## src/rtl/core/bb3_pkg.sv

```systemverilog
// shared types, constants and helpers for the 3x3 rgb box blur
package bb3_pkg;

    localparam int MAX_WIDTH  = 1024;
    localparam int MAX_HEIGHT = 1024;
    localparam int POS_W      = 10;
    localparam int SIZE_W     = 11;
    localparam int SLOT_W     = 2;
    localparam int ADDR_W     = SLOT_W + POS_W;
    localparam int MEM_DEPTH  = 3 * MAX_WIDTH;
    localparam int PIX_W      = 24;
    localparam int SUM_W      = 12;
    localparam int CNT_W      = 4;
    localparam int NUM_W      = 13;
    localparam int DEN_W      = 5;
    localparam int QUOT_W     = 8;

    localparam logic [SIZE_W-1:0] SIZE_MAX_W = SIZE_W'(MAX_WIDTH);
    localparam logic [SIZE_W-1:0] SIZE_MAX_H = SIZE_W'(MAX_HEIGHT);

    typedef enum logic [2:0] {
        ST_IDLE,
        ST_SETUP,
        ST_READ,
        ST_DRAIN,
        ST_DIV_GO,
        ST_DIV_WAIT,
        ST_OUT
    } t_state;

    // store slot holding the row delta rows above the current one
    function automatic logic [SLOT_W-1:0] slot_of(input logic [SLOT_W-1:0] rot,
                                                  input logic [1:0] delta);
        logic [SLOT_W-1:0] s;
        if (rot >= delta) s = rot - delta;
        else s = rot + 2'd3 - delta;
        return s;
    endfunction

    // clamp a size register into 1..max
    function automatic logic [SIZE_W-1:0] clamp_size(input logic [SIZE_W-1:0] v,
                                                     input logic [SIZE_W-1:0] vmax);
        logic [SIZE_W-1:0] s;
        if (v == '0) s = SIZE_W'(1);
        else if (v > vmax) s = vmax;
        else s = v;
        return s;
    endfunction

endpackage

```

## src/rtl/core/bb3_div.sv

```systemverilog
// iterative restoring divider, one quotient bit per cycle
module bb3_div (
    input  logic                       i_clk,
    input  logic                       i_rst_n,
    input  logic                       i_start,
    input  logic [bb3_pkg::NUM_W-1:0]  i_num,
    input  logic [bb3_pkg::DEN_W-1:0]  i_den,
    output logic                       o_done,
    output logic [bb3_pkg::QUOT_W-1:0] o_quot
);

    logic                       r_busy;
    logic                       r_done;
    logic [2:0]                 r_k;
    logic [bb3_pkg::NUM_W-1:0]  r_rem;
    logic [bb3_pkg::DEN_W-1:0]  r_den;
    logic [bb3_pkg::QUOT_W-1:0] r_quot;
    logic [bb3_pkg::NUM_W:0]    w_trial;

    assign w_trial = {1'b0, r_rem} - ({{(bb3_pkg::NUM_W + 1 - bb3_pkg::DEN_W){1'b0}}, r_den}
                                      << r_k);

    always_ff @(posedge i_clk) begin
        if (!i_rst_n) begin
            r_busy <= 1'b0;
            r_done <= 1'b0;
        end else begin
            r_done <= 1'b0;
            if (i_start) begin
                r_busy <= 1'b1;
            end else if (r_busy && r_k == 3'd0) begin
                r_busy <= 1'b0;
                r_done <= 1'b1;
            end
        end
    end

    always_ff @(posedge i_clk) begin
        if (i_start) begin
            r_rem  <= i_num;
            r_den  <= i_den;
            r_k    <= 3'd7;
            r_quot <= '0;
        end else if (r_busy) begin
            if (!w_trial[bb3_pkg::NUM_W]) begin
                r_rem       <= w_trial[bb3_pkg::NUM_W-1:0];
                r_quot[r_k] <= 1'b1;
            end
            r_k <= r_k - 3'd1;
        end
    end

    assign o_done = r_done;
    assign o_quot = r_quot;

endmodule

```

## config.mk

```make
export PLATFORM = sky130hd
export DESIGN_NAME = bb3_div
export DESIGN_NICKNAME = d
export VERILOG_FILES = /design/src/rtl/core/bb3_pkg.sv /design/src/rtl/core/bb3_div.sv
export SDC_FILE = /design/constraint.sdc
export NUM_CORES = 1
export LEC_CHECK = 0
export BUFFER_PORTS_ARGS = -buffer_cell sky130_fd_sc_hd__buf_4
export CORE_MARGIN = 2
export CORE_UTILIZATION = 61
export DETAILED_ROUTE_END_ITERATION = 7
export PLACE_DENSITY = 0.85
export SLEW_MARGIN = 15
export SYNTH_ARGS = -nofsm -noshare
export SYNTH_HDL_FRONTEND = slang
export SYNTH_SLANG_ARGS = --single-unit
export TNS_END_PERCENT = 1
```

## constraint.sdc

```tcl
create_clock -name i_clk -period 7.79 [get_ports i_clk]
set_input_delay 0.779 -clock i_clk [delete_from_list [all_inputs] [get_ports i_clk]]
set_output_delay 0.779 -clock i_clk [all_outputs]
set_load 0.02 [all_outputs]
```

# Word level (Yosys, flattened, before mapping)
# Cells that the tools add are included.
# word_totals
regBits	31
latch_bits	0
ram_bits	0
romBits	0
in_bits	21
output_inout_bits	9
memories	0
# op_classes
addsub	2
mul	0
div	0
n_lt_le_gt_ge	2
eq_ne	1
shifts	1
n_mux	8
bitwise	3
n_reduce_logical	8
# ops
operator	n
$mux 13	3
$shl 5x3->14	1
$sub 13x14->14	1
$or 8x8->8	1
$lt 3x4->1 const B	1
$mux 1	4
$reduce_and 2->1	2
$reduce_bool 2->1	2
$demux 1 s3	1
$ge 3x1->1 const B	1
$logic_not 3->1	1
$sub 3x1->3 const B	1
$logic_and 1x1->1	2
$ne 2x2->1 const B	1
$not 1->1	2
$reduce_or 2->1	1

# Logic depth before layout (Yosys ltp)
# Gate-level depths: netlist (run 1).
# depth
word_depth	5
mapped_depth	12

# Worst setup path after synthesis (run 1)
# OpenSTA, ideal clock, no wires.
# synth_path
path_type	register -> register
start	register r_k[1]
end	register r_rem[0] (netlist bit), enable pin
setup_ns	0.341
arrival_time_ns	2.477
setup_slack_ns	4.971
stages_incl_launch_ff	11
path_buffers	1
cell_sequence	dfxtp_1 -> clkbuf_1 -> inv_1 -> nand3_1 -> o21ai_0 -> a22oi_1 -> ha_1 -> a2111o_1 -> o21ai_2 -> o21a_2 -> nand2_1
# synth_between
elab_chain_cells	4
# synth_rtl
element	line_no	source
start, declared	bb3_div.sv:14	logic [2:0] r_k;
start signal, assigned	bb3_div.sv:49	r_k <= r_k - 3'd1;
$shl 5x3->14	bb3_div.sv:20	assign w_trial = {1'b0, r_rem} - ({{(bb3_pkg::NUM_W + 1 - bb3_pkg::DEN_W){1'b0}}, r_den}
$sub 13x14->14	bb3_div.sv:20	
$ne 2x2->1 (no line)	n/a	
$reduce_and 2->1 (no line)	n/a	
end signal, assigned	bb3_div.sv:40	r_rem <= i_num;
end signal, assigned	bb3_div.sv:46	r_rem <= w_trial[bb3_pkg::NUM_W-1:0];
end, declared	bb3_div.sv:15	logic [bb3_pkg::NUM_W-1:0] r_rem;
# No other way between the ends.
# A chain may end at the register's enable or synchronous reset.

# Worst setup path after layout (run 1)
# Ends and elaborated chain as after synthesis.

==> run metrics, run 1 <==
GPL Wtd Cong 0.872; Clk Latency, worst-skew pair 340 ps; VDD IR max 0.197 mV; post-DR vias/cell about 6.0; post-synth top area share 27.2%; cts hold-fix bufs 0; Clock transition at path regs 100 ps; Final Hold Fails 0; Worst Path Max Fanout 16; Num CTS Buffers 5; gr usage total around a quarter; share of cells above drive strength 1 22.0%; number of I/O pins 30; Root Buffer clkbuf_4; Setup violations, final 0; Power Density 261 mW/mm^2; CTS tree done; Int Pwr 0.373 mW; via count 1,685; Core ar. 0.00308 mm^2; worst setup path startpoint r_k[1]$_SDFFE_PP1P_; Die Footprint ~0.0037 mm^2; worst slew pin tran 740 ps; Area Overhead vs Synth 15.1%; n_diodes 0; Slew Limit Fails 0; Clk pwr share 18.8%; Setup Crit Path Kind flip-flop to flip-flop; switching power 0.222 mW; Buffers on Ports 29; switching part of the total power 37.2%; Cells on Worst Hold Path 1; Hold Crit Class flip-flop to flip-flop; most instantiated library cell after synthesis nand2_1; chip width 61.0 um; clock skew 9.07 ps; Initial Util 64.5%; Cells after Synth 211; num rows 20; 1st-iter DRT viols 127; Syn Area/Cell approximately 9.4 um^2; Routed wire per std cell 15.4 um; Yosys top cell by area edfxtp_1; fmax 289 MHz; DP Area 0.00221 mm^2; Design Area, Final 0.00228 mm^2; critical path arrival 3410 ps; Main synth FF type edfxtp_1; RSZ-0062 raised after global routing false; post-CTS resize count 0; Clock Path Buffers 2; final wirelength 4320 um; MaxCap Viol Count 0; headroom to the max-slew limit 50.6%; FF-to-FF End r_rem[0]$_DFFE_PP_; FF-to-FF Start r_k[1]$_SDFFE_PP1P_; pin count of the biggest net entering global routing 30; chip height 61.0 um; status complete, no violations; asr flop ratio synth 0%; Flop pwr share a little under two fifths; EDFF count, synth 18; Pre-antenna DRT Iters 5; CTS H-tree depth 2; setup tns final 0 ps; crit end category flip-flop; vias in the first global route between 1,500 and 2,000; Leakage Power 0.961 nW; DRC violations left 0; Yosys reg bits 31; antenna violations before repair 0; Logic pwr share 43.0%; area of the mapped netlist 0.00198 mm^2; fin crit share between 40% and 50%; Fillers 230; Worst R2R Setup Slack 4330 ps; Cell variety after synth 46; largest cells by area after synthesis edfxtp_1 27%, dfxtp_1 13%, ha_1 8.8%; Antenna Nets Post-Route 0; synth cell count leaders 29 x nand2_1, 18 x edfxtp_1, 14 x ha_1, 13 x dfxtp_1, 13 x o21ai_0; DP HPWL 3200 um; Ys Warns 0; Crit path required time approximately 7700 ps; first-pass GRT wire length 7200 um; CTS sink count 31; CP Capture Point r_rem[0]$_DFFE_PP_; CP startpoint kind flip-flop; gr ovfl total 0; post-CTS setup buffers 0; NumNets Final around 270; post-synthesis sequential area ratio 40.4%; post-layout min period 3460 ps; FF-to-FF path depth 9; net count after synthesis 247
==> how the worst min path moves through the flow <==
stage	from	to	slack, ps
final	o_quot[6]$_SDFFE_PP0P_	o_quot[6]$_SDFFE_PP0P_	470
after global routing	o_quot[6]$_SDFFE_PP0P_	o_quot[6]$_SDFFE_PP0P_	490
after floorplan	o_quot[4]$_SDFFE_PP0P_	o_quot[4]$_SDFFE_PP0P_	540
after detailed placement	o_quot[3]$_SDFFE_PP0P_	o_quot[3]$_SDFFE_PP0P_	450
after CTS	o_quot[3]$_SDFFE_PP0P_	o_quot[3]$_SDFFE_PP0P_	470
after global placement	o_quot[3]$_SDFFE_PP0P_	o_quot[3]$_SDFFE_PP0P_	450
==> registers in the layout (all words and copies together) (netlist names) <==
signal  flops
r_k         3
r_den       5
r_rem      13
o_done      1
o_quot      8
r_busy      1
==> layout by cell type, fill, tap and decap left out, types with 4 or more instances in the layout <==
cell type	count
inv_1	7
clkbuf_4	5
o21a_1	5
o21ai_0	13
mux2i_1	4
nor2_1	9
a211oi_1	4
buf_4	29
mux2_2	5
xnor2_1	4
nand3_1	6
dfxtp_1	13
nand2_1	29
edfxtp_1	18
a21oi_1	12
nand2b_1	4
nor3_1	5
ha_1	14
==> metal layers <==
layer	wire length, um	up-vias	GRT usage [%]
li1	-	830	-
met1	1880	769	34.5
met2	2080	81	42.4
met3	328	5	7.56
met4	29	0	7.45
met5	0	-	0
==> stage by stage <==
| stage | std cells | setup WS, ps | total power, mW | utilization (%) | hold WS [ps] |
|---|---|---|---|---|---|
| 5_1_grt | 280 | 4010 | 0.632 | 74.2 | 495 |
| 3_3_place_gp | 272 | 4550 | 0.472 | 71.9 | 450 |
| 6_report | 280 | 4330 | 0.595 | 74.2 | 471 |
| 2_1_floorplan | 211 | 4970 | 0.425 | - | 539 |
| 3_5_place_dp | 272 | 4370 | 0.481 | 71.9 | 445 |
| 4_1_cts | 280 | 4340 | 0.592 | 74.2 | 471 |
==> cells by family after synthesis <==
group / after synthesis / synth area share, %
adder cells (fa/ha/maj): 15 / 9.84
multiplexers: 9 / 4.85
AO/OA/AOI/OAI: 68 / 24.3
buffers and inverters: 20 / 3.78
AND/OR/NAND/NOR: 61 / 13.8
flip-flops: 31 / 40.4
XOR/XNOR: 7 / 3.09
==> area by class of cell <==
type | count | area (um^2) | area share, %
Clock inverter | 1 | 6.26 | 0.274
Multi-Input combinational cell | 160 | 1110 | 48.5
Tap cell | 44 | 55.1 | 2.41
Clock buffer | 7 | 65.1 | 2.85
Timing Repair Buffer | 29 | 218 | 9.53
Sequential cell | 31 | 801 | 35.1
Inverter | 8 | 30.0 | 1.32
==> worst max-delay path: stages, from the launching register on <==
cell and delay (ps):
dfxtp_1 670, inv_1 260, nand3_1 130, o21ai_0 120, a22oi_1 230, ha_1 320, a2111o_1 490, o21ai_2 220
o21a_2 230, nand2_1 390
==> power groups by stage <==
stage	clock (mW)	sequential [mW]	combinational (mW)
after floorplan	0	0.223	0.202
after CTS	0.111	0.227	0.253
after detailed placement	0	0.231	0.250
final	0.112	0.228	0.256
after global routing	0.120	0.230	0.283
after global placement	0	0.229	0.242
Power figures use the tool's default switching activity.
==> inputs of run 2 (changes only) <==
--- a/config.mk
+++ b/config.mk
@@ -7,9 +7,9 @@
 export LEC_CHECK = 0
 export BUFFER_PORTS_ARGS = -buffer_cell sky130_fd_sc_hd__buf_4
 export CORE_MARGIN = 2
-export CORE_UTILIZATION = 61
+export CORE_UTILIZATION = 51
 export DETAILED_ROUTE_END_ITERATION = 7
-export PLACE_DENSITY = 0.85
+export PLACE_DENSITY = 0.76
 export SLEW_MARGIN = 15
 export SYNTH_ARGS = -nofsm -noshare
 export SYNTH_HDL_FRONTEND = slang
==> constraint.sdc (replaced) <==
create_clock -name i_clk -period 3.1 [get_ports i_clk]
set_input_delay 0.31 -clock i_clk [delete_from_list [all_inputs] [get_ports i_clk]]
set_output_delay 0.31 -clock i_clk [all_outputs]
set_load 0.02 [all_outputs]
==> run metrics, run 2 (synthesis results as in run 1) <==
cts hold-fix bufs 0 (unchanged); Placement Setup Slack 204 ps (-4160 ps); worst slew pin tran 561 ps (-179 ps); Int Pwr 1.06 mW (+180%); chip width 66.4 um (+8.7%); Core ar. 0.00369 mm^2 (+20%); Slew Limit Fails 0 (unchanged); CTS sink count 31 (unchanged); Initial Util 53.8% (-11 points); chip height 66.4 um (+8.7%); switching part of the total power 35.7% (-1.6 points); Antenna Nets Post-Route 0 (unchanged); Num CTS Buffers 5 (unchanged); Area Overhead vs Synth 21.9%; 1st-iter DRT viols 95 (-25%); n_diodes 0 (unchanged); Clock transition at path regs 70 ps (-30 ps); critical path arrival 2880 ps (-530 ps); Die Footprint 0.00441 mm^2 (+18%); most frequent cells in the layout 38 x buf_4, 29 x nand2_1, 18 x edfxtp_1; headroom to the max-slew limit 62.4% (+12 points); antenna violations before repair 0 (unchanged); share of cells above drive strength 1 25.6% (+3.6 points); Worst Path Max Fanout 11 (-5); fmax 352 MHz (+22%); number of flip-flops in the largest register 13 (unchanged); status complete, no violations; Worst Hold Path EP r_den[2]$_DFFE_PP_; Cells on Worst Hold Path 1 (unchanged); CTS H-tree depth 2 (unchanged); Fillers 334 (+45%); Clock Path Buffers 2 (unchanged); MaxCap Viol Count 0 (unchanged); number of I/O pins 30 (unchanged); setup tns final 0 ps (unchanged); Power Density 682 mW/mm^2 (+160%); Root Buffer clkbuf_8; Multi-input gate area 0.00111 mm^2 (unchanged); final wirelength 4640 um (+7.4%); FF-to-FF End r_rem[12]$_DFFE_PP_; crit end category flip-flop; DRC violations left 0 (unchanged); Flop pwr share 34.3% (-4.0 points); Setup violations, final 0 (unchanged); Clk Latency, worst-skew pair 290 ps (-50 ps); via count 1,715 (+1.8%); vias in the first global route 1,704 (+7.6%); most common cell after layout, fill and taps aside buf_4; CP startpoint kind flip-flop; Cell Chain, Critical Path mux2i_1 -> mux2i_1 -> a21oi_1 -> ha_1 -> a2111oi_0 -> o21ai_1 -> a31oi_1 -> xor2_1 -> mux2_2; Worst R2R Setup Slack 260 ps (-4070 ps); Storage cell area 802 um^2 (+0.16%); RSZ-0062 raised after global routing false; Biggest register r_rem; min-delay src i_den[2]; CP dominant cell by count mux2i_1; Pre-antenna DRT Iters 4 (-1); Crit path largest cell delay 450 ps (-220 ps); Final Hold Fails 0 (unchanged); VDD IR max 0.493 mV (+150%); Critical-path top delay cell dfxtp_2; FF-to-FF path depth 9 (unchanged); num rows 22 (+10%); Clk pwr share 23.5% (+4.7 points); fin crit share 91.6% (+47 points); post-DR vias/cell 5.83 (-3.1%); clock skew 6.91 ps (-2.16 ps); switching power 0.589 mW (+170%); FF-to-FF Start r_k[1]$_SDFFE_PP1P_; pin count of the biggest net entering global routing 30 (unchanged); post-layout min period 2840 ps (-620 ps); Hold Crit Class input pin to flip-flop; final worst setup slack 259 ps (-4070 ps); Buffers on Ports 29 (unchanged); gr ovfl total 0 (unchanged); Setup Crit Path Kind flip-flop to flip-flop; DP HPWL 3430 um (+7.0%); GPL Wtd Cong 0.902 (+3.5%); Logic pwr share 42.2% (-0.8 points); first-pass GRT wire length 7660 um (+6.3%); Routed wire per std cell 15.8 um (+2.3%); CTS tree done; NumNets Final 281 (+3.7%); Leakage Power 1.03 nW (+7.0%); Crit path required time 3140 ps (-4600 ps); gr usage total 23.3% (-2.9 points)
[run 2: changes by cell type in the layout (fill, tap and decap cells not counted)]
| cell | change |
|---|---|
| clkbuf_8 | +4 |
| dfxtp_1 | -1 |
| inv_4 | -1 |
| clkinv_2 | +1 |
| buf_12 | +1 |
| clkbuf_4 | -5 |
| buf_4 | +9 |
| clkbuf_16 | +1 |
| dfxtp_2 | +1 |
[run 2: how the worst max path moves through the flow]
| stage | slack, ps | depth (start not counted) | end | from |
|---|---|---|---|---|
| after floorplan | 280 | 10 | r_rem[0]$_DFFE_PP_ | r_k[1]$_SDFFE_PP1P_ |
| after global placement | 260 | 9 | r_rem[10]$_DFFE_PP_ | r_k[1]$_SDFFE_PP1P_ |
| after detailed placement | 200 | 9 | r_rem[12]$_DFFE_PP_ | r_k[1]$_SDFFE_PP1P_ |
| after CTS | 170 | 9 | r_rem[12]$_DFFE_PP_ | r_k[1]$_SDFFE_PP1P_ |
| after global routing | 3 | 9 | r_rem[10]$_DFFE_PP_ | r_k[1]$_SDFFE_PP1P_ |
| final | 260 | 9 | r_rem[12]$_DFFE_PP_ | r_k[1]$_SDFFE_PP1P_ |
[run 2: per-stage QoR]
step / cells / cell area (um^2) / util, % / hold slack, ps / total power, mW
2_1_floorplan: 211 / 1980 / - / 409 / 1.07
3_3_place_gp: 286 / 2300 / 62.5 / 445 / 1.23
3_5_place_dp: 286 / 2300 / 62.5 / 449 / 1.26
4_1_cts: 294 / 2420 / 65.5 / 198 / 1.65
5_1_grt: 294 / 2420 / 65.6 / 192 / 1.76
6_report: 294 / 2420 / 65.6 / 199 / 1.65
[run 2: per-layer routing]
layer  track usage [%]  wire length (um)
met1              28.2              2050
met2              41.0              2320
met3              5.62               208
met4              6.63                59
met5                 0                 0
[run 2: what timing repair did]
item,in CTS,in global routing
setup endpoints to repair,0,2
resized for setup,0,1
setup buffers,0,0
[run 2: final cells by class]
| type | count | share of cell area, % |
|---|---|---|
| clock buffer | 7 | 4.45 |
| clock inverter | 1 | 0.207 |
| inverter | 8 | 1.24 |
| multi-input combinational | 160 | 45.8 |
| sequential | 31 | 33.2 |
| tap | 48 | 2.48 |
| timing repair buffer | 39 | 12.6 |
[run 2: worst max-delay path: cells and delay by family (launching register included)]
kind / cells / cell delay, ps
xor gates and xnor gates: 1 / 90
adders and majority gates: 1 / 300
DFF: 1 / 450
muxes: 3 / 770
AOI/OAI and AO/OA: 4 / 1000
[run 2: power groups by stage]
stage	Combinational, mW	Sequential (mW)	Clock (mW)
floorplan	0.508	0.561	0
global placement	0.664	0.571	0
detailed placement	0.683	0.573	0
CTS	0.691	0.565	0.391
global route	0.778	0.572	0.410
finish	0.696	0.566	0.388
